`config.mk`:
```
export PLATFORM = sky130hd
export DESIGN_NAME = keyed_table_with_ttl_aging_core
export DESIGN_NICKNAME = d
export VERILOG_FILES = /design/src/hdl/kta_pkg.sv /design/src/hdl/keyed_table_with_ttl_aging_core.sv /design/src/hdl/kta_store.sv /design/src/hdl/kta_alu.sv
export SDC_FILE = /design/constraint.sdc
export NUM_CORES = 2
export LEC_CHECK = 0
export ABC_AREA = 1
export BUFFER_PORTS_ARGS = -buffer_cell sky130_fd_sc_hd__buf_2
export CAP_MARGIN = 20
export CELL_PAD_IN_SITES_DETAIL_PLACEMENT = 1
export CELL_PAD_IN_SITES_GLOBAL_PLACEMENT = 1
export CORE_ASPECT_RATIO = 1.1
export CORE_MARGIN = 2
export CORE_UTILIZATION = 54
export DETAILED_ROUTE_END_ITERATION = 10
export PLACE_DENSITY_LB_ADDON = 0.1
export REMOVE_ABC_BUFFERS = 1
export SETUP_SLACK_MARGIN = 0.3
export SYNTH_ARGS = -nofsm -noshare
export SYNTH_HDL_FRONTEND = slang
export SYNTH_HIERARCHICAL = 1
export SYNTH_SLANG_ARGS = --single-unit
```
`constraint.sdc`:
```
create_clock -name clk_i -period 17.4 [get_ports clk_i]
set_input_delay 2.61 -clock clk_i [delete_from_list [all_inputs] [get_ports clk_i]]
set_output_delay 2.61 -clock clk_i [all_outputs]
set_load 0.005 [all_outputs]
```
`src/hdl/kta_pkg.sv`:
```
package kta_pkg;

  localparam int TABLE_DEPTH = 16;
  localparam int ADDR_W      = $clog2(TABLE_DEPTH);
  localparam int CNT_W       = $clog2(TABLE_DEPTH + 1);

  localparam logic [15:0] TTL_DEC = 16'hFFFF;

  typedef enum logic [2:0] {
    OP_SET_VAL  = 3'd0,
    OP_GET_VAL  = 3'd1,
    OP_SET_TTL  = 3'd2,
    OP_GET_TTL  = 3'd3,
    OP_ADD_TTL  = 3'd4,
    OP_AGE      = 3'd5,
    OP_REMOVE   = 3'd6,
    OP_READ     = 3'd7
  } kta_op_e;

  typedef enum logic [1:0] {
    ST_OK        = 2'd0,
    ST_NOT_FOUND = 2'd1,
    ST_FULL      = 2'd2,
    ST_TTL_ZERO  = 2'd3
  } kta_status_e;

  typedef struct packed {
    logic [31:0] id;
    logic [15:0] value;
    logic [15:0] ttl;
  } kta_entry_t;

  typedef struct packed {
    logic              data_we;
    logic              valid_we;
    logic              valid;
    logic [ADDR_W-1:0] addr;
    kta_entry_t        data;
  } kta_wr_t;

  typedef struct packed {
    logic [15:0] ttl;
    logic [15:0] delta;
    logic [31:0] key_a;
    logic [31:0] key_b;
  } kta_alu_req_t;

  typedef struct packed {
    logic [15:0] sum;
    logic        zero;
    logic        eq;
  } kta_alu_rsp_t;

endpackage

```
`src/hdl/keyed_table_with_ttl_aging_core.sv`:
```
// Channel   Direction  Handshake              Payload
// request   in         in_valid_i/in_stall_o  func, key_id, new_value, ttl_amount, slot_index
// result    out        out_valid_o/out_stall_i status, found_id, found_value, found_ttl,
//                                              slot_valid, occupied
//
// Lookups scan the slots through the single memory read port, one slot a cycle;
// a hit ends the scan early, a miss or an aging tick scans every slot, a slot read needs no scan.
// One shared adder/comparator serves every key compare, ttl add and aging decrement.
// Reset clears all valid bits and the entry count at once; no clearing pass.
// A stalled result waits in the output register; the next request is taken meanwhile.
module keyed_table_with_ttl_aging_core import kta_pkg::*; (
  input  logic               clk_i,
  input  logic               rst_ni,
  input  logic               in_valid_i,
  output logic               in_stall_o,
  input  logic [2:0]         func_i,
  input  logic [31:0]        key_id_i,
  input  logic signed [15:0] new_value_i,
  input  logic signed [15:0] ttl_amount_i,
  input  logic [3:0]         slot_index_i,
  output logic               out_valid_o,
  input  logic               out_stall_i,
  output logic [1:0]         status_o,
  output logic [31:0]        found_id_o,
  output logic signed [15:0] found_value_o,
  output logic signed [15:0] found_ttl_o,
  output logic               slot_valid_o,
  output logic [4:0]         occupied_o
);

  typedef enum logic [1:0] {
    S_IDLE,
    S_SCAN,
    S_RDSLOT,
    S_DONE
  } state_e;

  state_e                 state_q, state_d;
  kta_op_e                op_q, op_d;
  logic [31:0]            key_q, key_d;
  logic [15:0]            val_q, val_d;
  logic [15:0]            tamt_q, tamt_d;
  logic [ADDR_W-1:0]      sidx_q, sidx_d;
  logic [ADDR_W-1:0]      iss_idx_q, iss_idx_d;
  logic                   iss_q, iss_d;
  logic                   chk_q, chk_d;
  logic [ADDR_W-1:0]      chk_idx_q, chk_idx_d;
  logic                   free_found_q, free_found_d;
  logic [ADDR_W-1:0]      free_idx_q, free_idx_d;
  logic [CNT_W-1:0]       cnt_q, cnt_d;
  kta_status_e            res_status_q, res_status_d;
  logic [31:0]            res_id_q, res_id_d;
  logic [15:0]            res_value_q, res_value_d;
  logic [15:0]            res_ttl_q, res_ttl_d;
  logic                   res_sv_q, res_sv_d;
  logic                   out_valid_q, out_valid_d;
  kta_status_e            out_status_q, out_status_d;
  logic [31:0]            out_id_q, out_id_d;
  logic [15:0]            out_value_q, out_value_d;
  logic [15:0]            out_ttl_q, out_ttl_d;
  logic                   out_sv_q, out_sv_d;
  logic [4:0]             out_occ_q, out_occ_d;

  logic [ADDR_W-1:0]      rd_addr;
  kta_entry_t             rd_data;
  kta_wr_t                wr;
  logic [TABLE_DEPTH-1:0] valid;
  kta_alu_req_t           alu_req;
  kta_alu_rsp_t           alu_rsp;
  logic                   chk_v;
  logic                   chk_last;
  logic                   match;

  kta_store u_store (
    .clk_i     (clk_i),
    .rst_ni    (rst_ni),
    .rd_addr_i (rd_addr),
    .rd_data_o (rd_data),
    .wr_i      (wr),
    .valid_o   (valid)
  );

  kta_alu u_alu (
    .req_i (alu_req),
    .rsp_o (alu_rsp)
  );

  assign chk_v    = valid[chk_idx_q];
  assign chk_last = (chk_idx_q == ADDR_W'(TABLE_DEPTH - 1));
  assign match    = chk_v && alu_rsp.eq;

  always_comb begin
    state_d      = state_q;
    op_d         = op_q;
    key_d        = key_q;
    val_d        = val_q;
    tamt_d       = tamt_q;
    sidx_d       = sidx_q;
    iss_idx_d    = iss_idx_q;
    iss_d        = iss_q;
    chk_d        = chk_q;
    chk_idx_d    = chk_idx_q;
    free_found_d = free_found_q;
    free_idx_d   = free_idx_q;
    cnt_d        = cnt_q;
    res_status_d = res_status_q;
    res_id_d     = res_id_q;
    res_value_d  = res_value_q;
    res_ttl_d    = res_ttl_q;
    res_sv_d     = res_sv_q;
    out_valid_d  = out_valid_q;
    out_status_d = out_status_q;
    out_id_d     = out_id_q;
    out_value_d  = out_value_q;
    out_ttl_d    = out_ttl_q;
    out_sv_d     = out_sv_q;
    out_occ_d    = out_occ_q;

    wr            = '0;
    wr.data       = rd_data;
    wr.addr       = chk_idx_q;
    rd_addr       = iss_idx_q;
    alu_req.ttl   = rd_data.ttl;
    alu_req.delta = (op_q == OP_AGE) ? TTL_DEC : tamt_q;
    alu_req.key_a = rd_data.id;
    alu_req.key_b = key_q;

    if (out_valid_q && !out_stall_i) begin
      out_valid_d = 1'b0;
    end

    unique case (state_q)
      S_IDLE: begin
        rd_addr = ADDR_W'(slot_index_i);
        if (in_valid_i) begin
          op_d         = kta_op_e'(func_i);
          key_d        = key_id_i;
          val_d        = new_value_i;
          tamt_d       = ttl_amount_i;
          sidx_d       = ADDR_W'(slot_index_i);
          res_status_d = ST_OK;
          res_id_d     = '0;
          res_value_d  = '0;
          res_ttl_d    = '0;
          res_sv_d     = 1'b0;
          if (kta_op_e'(func_i) == OP_READ) begin
            if (32'(slot_index_i) < 32'(TABLE_DEPTH)) begin
              state_d = S_RDSLOT;
            end else begin
              res_status_d = ST_NOT_FOUND;
              state_d      = S_DONE;
            end
          end else begin
            iss_idx_d    = '0;
            iss_d        = 1'b1;
            chk_d        = 1'b0;
            free_found_d = 1'b0;
            state_d      = S_SCAN;
          end
        end
      end

      S_SCAN: begin
        chk_d     = iss_q;
        chk_idx_d = iss_idx_q;
        if (iss_q) begin
          iss_idx_d = iss_idx_q + ADDR_W'(1);
          iss_d     = (iss_idx_q != ADDR_W'(TABLE_DEPTH - 1));
        end
        if (chk_q) begin
          if (op_q == OP_AGE) begin
            if (chk_v) begin
              wr.data_we  = 1'b1;
              wr.data.ttl = alu_rsp.sum;
              if (alu_rsp.zero) begin
                wr.valid_we = 1'b1;
                wr.valid    = 1'b0;
                cnt_d       = cnt_q - CNT_W'(1);
              end
            end
            if (chk_last) begin
              state_d = S_DONE;
            end
          end else if (match) begin
            state_d = S_DONE;
            iss_d   = 1'b0;
            chk_d   = 1'b0;
            priority case (op_q)
              OP_SET_VAL: begin
                wr.data_we    = 1'b1;
                wr.data.value = val_q;
              end
              OP_GET_VAL: res_value_d = rd_data.value;
              OP_SET_TTL: begin
                wr.data_we  = 1'b1;
                wr.data.ttl = tamt_q;
                res_ttl_d   = tamt_q;
              end
              OP_GET_TTL: res_ttl_d = rd_data.ttl;
              OP_ADD_TTL: begin
                wr.data_we  = 1'b1;
                wr.data.ttl = alu_rsp.sum;
                res_ttl_d   = alu_rsp.sum;
                if (alu_rsp.zero) begin
                  res_status_d = ST_TTL_ZERO;
                end
              end
              default: begin
                wr.valid_we = 1'b1;
                wr.valid    = 1'b0;
                cnt_d       = cnt_q - CNT_W'(1);
              end
            endcase
          end else begin
            if (!chk_v && !free_found_q) begin
              free_found_d = 1'b1;
              free_idx_d   = chk_idx_q;
            end
            if (chk_last) begin
              state_d = S_DONE;
              if (op_q == OP_SET_VAL) begin
                if (free_found_q || !chk_v) begin
                  wr.data_we    = 1'b1;
                  wr.valid_we   = 1'b1;
                  wr.valid      = 1'b1;
                  wr.addr       = free_found_q ? free_idx_q : chk_idx_q;
                  wr.data.id    = key_q;
                  wr.data.value = val_q;
                  wr.data.ttl   = '0;
                  cnt_d         = cnt_q + CNT_W'(1);
                end else begin
                  res_status_d = ST_FULL;
                end
              end else begin
                res_status_d = ST_NOT_FOUND;
              end
            end
          end
        end
      end

      S_RDSLOT: begin
        res_sv_d = valid[sidx_q];
        if (valid[sidx_q]) begin
          res_id_d    = rd_data.id;
          res_value_d = rd_data.value;
        end
        state_d = S_DONE;
      end

      S_DONE: begin
        if (!out_valid_q || !out_stall_i) begin
          out_valid_d  = 1'b1;
          out_status_d = res_status_q;
          out_id_d     = res_id_q;
          out_value_d  = res_value_q;
          out_ttl_d    = res_ttl_q;
          out_sv_d     = res_sv_q;
          out_occ_d    = 5'(cnt_q);
          state_d      = S_IDLE;
        end
      end
    endcase
  end

  always_ff @(posedge clk_i or negedge rst_ni) begin
    if (!rst_ni) begin
      state_q     <= S_IDLE;
      iss_q       <= 1'b0;
      chk_q       <= 1'b0;
      cnt_q       <= '0;
      out_valid_q <= 1'b0;
    end else begin
      state_q     <= state_d;
      iss_q       <= iss_d;
      chk_q       <= chk_d;
      cnt_q       <= cnt_d;
      out_valid_q <= out_valid_d;
    end
  end

  always_ff @(posedge clk_i) begin
    op_q         <= op_d;
    key_q        <= key_d;
    val_q        <= val_d;
    tamt_q       <= tamt_d;
    sidx_q       <= sidx_d;
    iss_idx_q    <= iss_idx_d;
    chk_idx_q    <= chk_idx_d;
    free_found_q <= free_found_d;
    free_idx_q   <= free_idx_d;
    res_status_q <= res_status_d;
    res_id_q     <= res_id_d;
    res_value_q  <= res_value_d;
    res_ttl_q    <= res_ttl_d;
    res_sv_q     <= res_sv_d;
    out_status_q <= out_status_d;
    out_id_q     <= out_id_d;
    out_value_q  <= out_value_d;
    out_ttl_q    <= out_ttl_d;
    out_sv_q     <= out_sv_d;
    out_occ_q    <= out_occ_d;
  end

  assign in_stall_o    = (state_q != S_IDLE);
  assign out_valid_o   = out_valid_q;
  assign status_o      = out_status_q;
  assign found_id_o    = out_id_q;
  assign found_value_o = out_value_q;
  assign found_ttl_o   = out_ttl_q;
  assign slot_valid_o  = out_sv_q;
  assign occupied_o    = out_occ_q;

`ifndef NO_ASSERTIONS
  a_count_matches_valid: assert property (@(posedge clk_i) disable iff (!rst_ni)
    32'(cnt_q) == $countones(valid))
    else $error("entry count out of step with valid bits");

  a_full_means_full: assert property (@(posedge clk_i) disable iff (!rst_ni)
    out_valid_o && (status_o == ST_FULL) |-> (occupied_o == 5'(TABLE_DEPTH)))
    else $error("table full reported with free slots");

  a_ttl_zero_value: assert property (@(posedge clk_i) disable iff (!rst_ni)
    out_valid_o && (status_o == ST_TTL_ZERO) |-> (found_ttl_o == 16'sd0))
    else $error("ttl zero status with nonzero ttl");
`endif

endmodule

```
`src/hdl/kta_store.sv`:
```
module kta_store import kta_pkg::*; (
  input  logic                   clk_i,
  input  logic                   rst_ni,
  input  logic [ADDR_W-1:0]      rd_addr_i,
  output kta_entry_t             rd_data_o,
  input  kta_wr_t                wr_i,
  output logic [TABLE_DEPTH-1:0] valid_o
);

  kta_entry_t             mem_q [TABLE_DEPTH];
  kta_entry_t             rd_q;
  logic [TABLE_DEPTH-1:0] valid_q;

  always_ff @(posedge clk_i) begin
    if (wr_i.data_we) begin
      mem_q[wr_i.addr] <= wr_i.data;
    end
    rd_q <= mem_q[rd_addr_i];
  end

  always_ff @(posedge clk_i or negedge rst_ni) begin
    if (!rst_ni) begin
      valid_q <= '0;
    end else if (wr_i.valid_we) begin
      valid_q[wr_i.addr] <= wr_i.valid;
    end
  end

  assign rd_data_o = rd_q;
  assign valid_o   = valid_q;

endmodule

```
`src/hdl/kta_alu.sv`:
```
module kta_alu import kta_pkg::*; (
  input  kta_alu_req_t req_i,
  output kta_alu_rsp_t rsp_o
);

  logic [15:0] sum;

  // ttl update wraps modulo 2^16
  assign sum        = req_i.ttl + req_i.delta;
  assign rsp_o.sum  = sum;
  assign rsp_o.zero = (sum == 16'd0);
  assign rsp_o.eq   = (req_i.key_a == req_i.key_b);

endmodule
```
# [After elaboration in Yosys (flattened, before gate mapping)]
# Memory sizes are Yosys's and may differ from the RTL's. A register that Yosys moved wholly into a read port is not among the register bits.
# Index checks and enable logic that the tools add are counted.
[word_totals] regBits=249 ramBits=1024 inputBits=75 out_inout_bits=74 wordCells=201 n_memories=1
[op_classes] n_addsub=4 n_lt_le_gt_ge=4 n_eq_ne=31 mux=98 n_bitwise=2 n_reduce_logical=35
[mem_list] name="u_store.mem_q" words=16 word_bits=64 read_ports=1 rd_ports_with_merged_regs=1 wr=1 line="kta_store.sv:10" rtl="kta_entry_t mem_q [TABLE_DEPTH];"
[ops] op="two-way mux 71 bit" count=5
[ops] op="two-way mux 16 bit" count=13
[ops] op="two-way mux 32 bit" count=3
[ops] op="one-hot mux 16 bit (3 select lines)" count=2
[ops] op="one-hot mux 16 bit (2 select lines)" count=2
[ops] op="one-hot mux 32 bit (2 select lines)" count=1
[ops] op="two-way mux 52 bit" count=1
[ops] op="two-way mux 5 bit" count=8
[ops] op="two-way mux 2 bit" count=18
[ops] op="two-way mux 36 bit" count=1
[ops] op="equality test 32 bit" count=1
[ops] op="two-way mux 1 bit" count=25
[ops] op="inequality test 2 bit, second input constant" count=12
[ops] op="two-way mux 4 bit" count=5
[ops] op="adder 16 bit" count=1
[ops] op="bitwise mux 16 bit" count=1
[ops] op="zero test 16 bit" count=1
[ops] op="AND reduction 8 bit" count=2
[ops] op="< comparator 4 x 5 -> 1 bit, second input constant" count=3
[ops] op="AND reduction 7 bit" count=2
[ops] op="nonzero test 3 bit" count=4
[ops] op="equality test 3 bit, second input constant" count=3
[ops] op="two-way mux 3 bit" count=3
[ops] op="AND reduction 3 bit" count=3
[ops] op="other kinds (33)" count=54

# [Longest topological paths before layout]
[logic_depth] ltp_word=16 depth_mapped=28 ltp_nobuf=25

# [By module]
# The synthesis kept the hierarchy.
[modules_own_cells] mod="kta_store" n_inst=1 cells_each=4287 area_each_um2=45849.0
[modules_own_cells] mod="keyed_table_with_ttl_aging_core" n_inst=1 cells_each=1122 area_each_um2=10846.7
[modules_own_cells] mod="kta_alu" n_inst=1 cells_each=271 area_each_um2=1455.1

# [Least setup slack after synthesis]
# Ideal clock, no wire load.
[synth_timing] kind="register to register" startpoint="reg state_q[1]" endpoint="mem u_store/mem_q[2][0] (netlist bit), enable pin" arrival_time_ps=8528 t_required_ps=16756 slack_ps=8228 path_stages_with_launch=16 synth_period_minus_slack_ps=9172 cell_sequence="dfrtp_1 > inv_1 > ha_1 > clkbuf_1 > nand2_1 > clkinv_1 > nand2_2 > inv_1 > buf_2 > nand3_1 > nor2_1 > nor2_1 > inv_1 > nor2_1 > inv_1 > nor4_1"
[synth_lines] element="start: declaration" line="keyed_table_with_ttl_aging_core.sv:38" rtl="state_e state_q, state_d;"
[synth_lines] element="start signal: assignment" line="keyed_table_with_ttl_aging_core.sv:274" rtl="state_q <= state_d;"
[synth_lines] element="end: declaration" line="kta_store.sv:10"

==> load_flow_metrics.sql <==
INSERT INTO impl_metrics (metric_group, metric, value, unit) VALUES
('status', 'outcome', 'finished, final reports clean', ''),
('placed_design', 'numPortBuffers', '148', ''),
('clock_network', 'cts-buffers-inserted', '138', ''),
('clock_network', 'clockBufferDepth', '3', ''),
('route', 'postRouteAntennaNets', '0', ''),
('placed_design', 'gpl.final_weighted_congestion', '0.870', ''),
('worst_setup_path', 'max_stage_delay', '0.80', 'ns'),
('floorplan', 'die_span_in_x', '317', 'microns'),
('worst_setup_path', 'timing.critical_path.cells', 'inv_1 -> ha_1 -> nand2_1 -> clkinv_1 -> nand2_2 -> inv_1 -> nand3_1 -> nor2_1 -> nor2_1 -> nand2_1 -> nor3_2 -> buf_4 -> buf_4', ''),
('route', 'via_per_inst', '5.66', ''),
('synth', 'synth_xor_xnor_area_share', '0.587', '%'),
('sta', 'finalSetupTns', '0', 'ns'),
('cells_and_area', 'final_design_area_no_fill', '64800', 'sq um'),
('synth', 'synth_top_family_by_area', 'simple AND/OR/NAND/NOR gates', ''),
('clock_network', 'quantity_of_hold_fixing_buffers_added_after_cts', '0', ''),
('global_route', 'grt_use_met1', '40.0', '%'),
('worst_setup_path', 'cpMaxStageDelayCell', 'sky130_fd_sc_hd__buf_4', ''),
('route', 'drc_errors', '0', ''),
('cells_and_area', 'mostFrequentLayoutCells', 'sky130_fd_sc_hd__nand2_1, sky130_fd_sc_hd__edfxtp_1, sky130_fd_sc_hd__inv_1, sky130_fd_sc_hd__nand3_1, sky130_fd_sc_hd__buf_2', ''),
('floorplan', 'pin_count', '149', ''),
('clock_network', 'clockRootBuffer', 'sky130_fd_sc_hd__clkbuf_16', ''),
('route', 'total_number_of_vias', '41498', ''),
('synth', 'gate_count_post_synth', '5680', ''),
('clock_network', 'cts_tree', 'done', ''),
('cells_and_area', 'final_common_cell', 'sky130_fd_sc_hd__nand2_1', ''),
('worst_setup_path', 'criticalPathCategory', 'reg -> reg', ''),
('global_route', 'wire_length_of_the_first_global_routing_pass', '264', 'mm'),
('clock_network', 'postCtsResizedCells', '0', ''),
('floorplan', 'fp.dieArea', '110000', 'sq um'),
('global_route', 'grt.overflow.total', '0', ''),
('sta', 'achievable-frequency', '158', 'MHz'),
('synth', 'synth.yosys.warnings', '6', ''),
('floorplan', 'initial_core_util', '54.3', '%'),
('worst_setup_path', 'worst-path-buf-inv', '5', ''),
('sta', 'post-route-period-util', '36.3', '%'),
('placed_design', 'place_worst_setup_slack', '10.65', 'ns'),
('cells_and_area', 'layout_cells_sized_above_1', '8.55', '%'),
('global_route', 'grt_usage', '32.0', '%'),
('route', 'drt_first_iter_violations', '3974', ''),
('sta', 'slew_headroom', '26.4', '%'),
('clock_network', 'cts.sink_count', '1337', ''),
('placed_design', 'detail_placement_hpwl', '95.1', 'mm'),
('floorplan', 'fp.dieH', '348', 'microns'),
('route', 'dr.pass1.iters', '5', ''),
('global_route', 'pin_count_of_the_biggest_net_entering_global_routing', '281', ''),
('synth', 'synth-simple-area-share', '20.3', '%'),
('synth', 'synth_top_area_cell', 'sky130_fd_sc_hd__edfxtp_1', ''),
('sta', 'final_period_minus_worst_setup_slack', '6.32', 'ns'),
('cells_and_area', 'design.final.nets', '5907', ''),
('worst_setup_path', 'crit_required', '17.77', 'ns'),
('worst_setup_path', 'data_arrival_critical_path', '6.69', 'ns'),
('power', 'p_leak', '0.0280', 'uW'),
('synth', 'syn_avg_cell_area', '10.2', 'sq um'),
('global_route', 'groute.layer.met3.usage', '3.99', '%'),
('floorplan', 'core-area', '107000', 'sq um'),
('synth', 'synthAdderAreaFrac', '0.508', '%'),
('worst_setup_path', 'worstSetupStartpointType', 'register', ''),
('global_route', 'gr_util_met2', '55.9', '%'),
('synth', 'synth_cell_type_count', '45', ''),
('synth', 'synth-async-reset-ratio', '1.94', '%'),
('sta', 'worst_slack', '11.08', 'ns'),
('clock_network', 'clk_transition_reported_paths', '0.06', 'ns'),
('power', 'total_power_divided_by_cell_area', '186', 'nW/um^2'),
('job', 'maxCapViolations', '0', ''),
('synth', 'mux_cell_area_share_after_synthesis', '0', '%'),
('floorplan', 'row_count', '126', ''),
('power', 'design_power_total', '12100', 'uW'),
('synth', 'dominantRegCellSynth', 'sky130_fd_sc_hd__edfxtp_1', ''),
('worst_setup_path', 'crit_path_end_kind', 'register', ''),
('sta', 'clock_skew', '0.0210', 'ns'),
('global_route', 'grt.busiest_layer', 'met2', '');
-- sequential cells by signal (all words and copies together) (netlist names), 3 cells and up --
register and flops:
chk_idx_q 4, cnt_q 5, found_id_o 32, found_ttl_o 16, found_value_o 16, free_idx_q 4
iss_idx_q 4, key_q 32, occupied_o 5, op_q 3, res_id_q 32, res_ttl_q 16
res_value_q 16, sidx_q 4, tamt_q 16, u_store/mem_q 1024, u_store/rd_data_o 64, u_store/valid_o 16
val_q 16
-- report_power, final --
part	internal, uW	switching, uW
Clock	1800	1250
Sequential	4270	218
Combinational	1160	3350
-- metrics by stage --
stage,hold slack [ns],std cells
after global routing,0.426,7335
after CTS,0.419,7327
after detailed placement,0.405,7069
after floorplan,0.400,5425
after global placement,0.401,7069
final,0.417,7338
-- worst paths after layout --
path,startpoint,endpoint,slack [ns],depth (start not counted)
max,state_q[1],u_store/mem_q[15][58],11.08,13
min,res_ttl_q[0],found_ttl_o[0],0.42,0
max reg2reg,state_q[1],u_store/mem_q[15][58],11.08,13
min reg2reg,res_ttl_q[0],found_ttl_o[0],0.42,0
max in group asynchronous,rst_ni,u_store/valid_o[5],15.06,1
min in group asynchronous,rst_ni,cnt_q[3],1.89,1
-- cells in the mapped netlist, types with 2 or more instances --
master / n
sky130_fd_sc_hd__a21oi_1: 54
sky130_fd_sc_hd__a31oi_1: 6
sky130_fd_sc_hd__buf_1: 16
sky130_fd_sc_hd__buf_2: 126
sky130_fd_sc_hd__buf_4: 17
sky130_fd_sc_hd__buf_6: 36
sky130_fd_sc_hd__clkbuf_1: 58
sky130_fd_sc_hd__clkbuf_2: 2
sky130_fd_sc_hd__clkinv_1: 3
sky130_fd_sc_hd__dfrtp_1: 26
sky130_fd_sc_hd__dfxtp_1: 64
sky130_fd_sc_hd__edfxtp_1: 1247
sky130_fd_sc_hd__ha_1: 22
sky130_fd_sc_hd__inv_1: 1015
sky130_fd_sc_hd__inv_2: 5
sky130_fd_sc_hd__nand2_1: 1802
sky130_fd_sc_hd__nand2_2: 8
sky130_fd_sc_hd__nand3_1: 844
sky130_fd_sc_hd__nand3_2: 2
sky130_fd_sc_hd__nand3b_1: 3
sky130_fd_sc_hd__nand4_1: 9
sky130_fd_sc_hd__nor2_1: 100
sky130_fd_sc_hd__nor3_1: 15
sky130_fd_sc_hd__nor3_2: 3
sky130_fd_sc_hd__nor4_1: 11
sky130_fd_sc_hd__o2111ai_1: 2
sky130_fd_sc_hd__o211ai_1: 5
sky130_fd_sc_hd__o21ai_0: 73
sky130_fd_sc_hd__o21ai_1: 16
sky130_fd_sc_hd__o22ai_1: 32
sky130_fd_sc_hd__or2_2: 7
sky130_fd_sc_hd__xnor2_1: 23
sky130_fd_sc_hd__xor2_1: 16
-- routing by layer --
layer	share of wire (%)	vias up
met2	51	1471
met3	5.8	437
met1	39	20945
li1	-	18645
met5	0	-
met4	3.9	0
-- logic make-up after synthesis --
group                    count (synthesis)
flip-flops                            1337
AND/OR/NAND/NOR                       2810
buffers and inverters                 1279
adder cells (fa/ha/maj)                 23
AO/OA/AOI/OAI                          192
XOR/XNOR                                39
-- area by class of cell --
cell class | count | area [sq um]
Fill cell | 11515 | 42200
Sequential cell | 1337 | 39400
Multi-Input combinational cell | 3064 | 13600
Clock buffer | 196 | 4000
Inverter | 1024 | 3880
Tap cell | 1408 | 1760
Timing Repair Buffer | 244 | 1510
Clock inverter | 62 | 661
Antenna cell | 3 | 7.51
(Power assumes the default switching activity.)
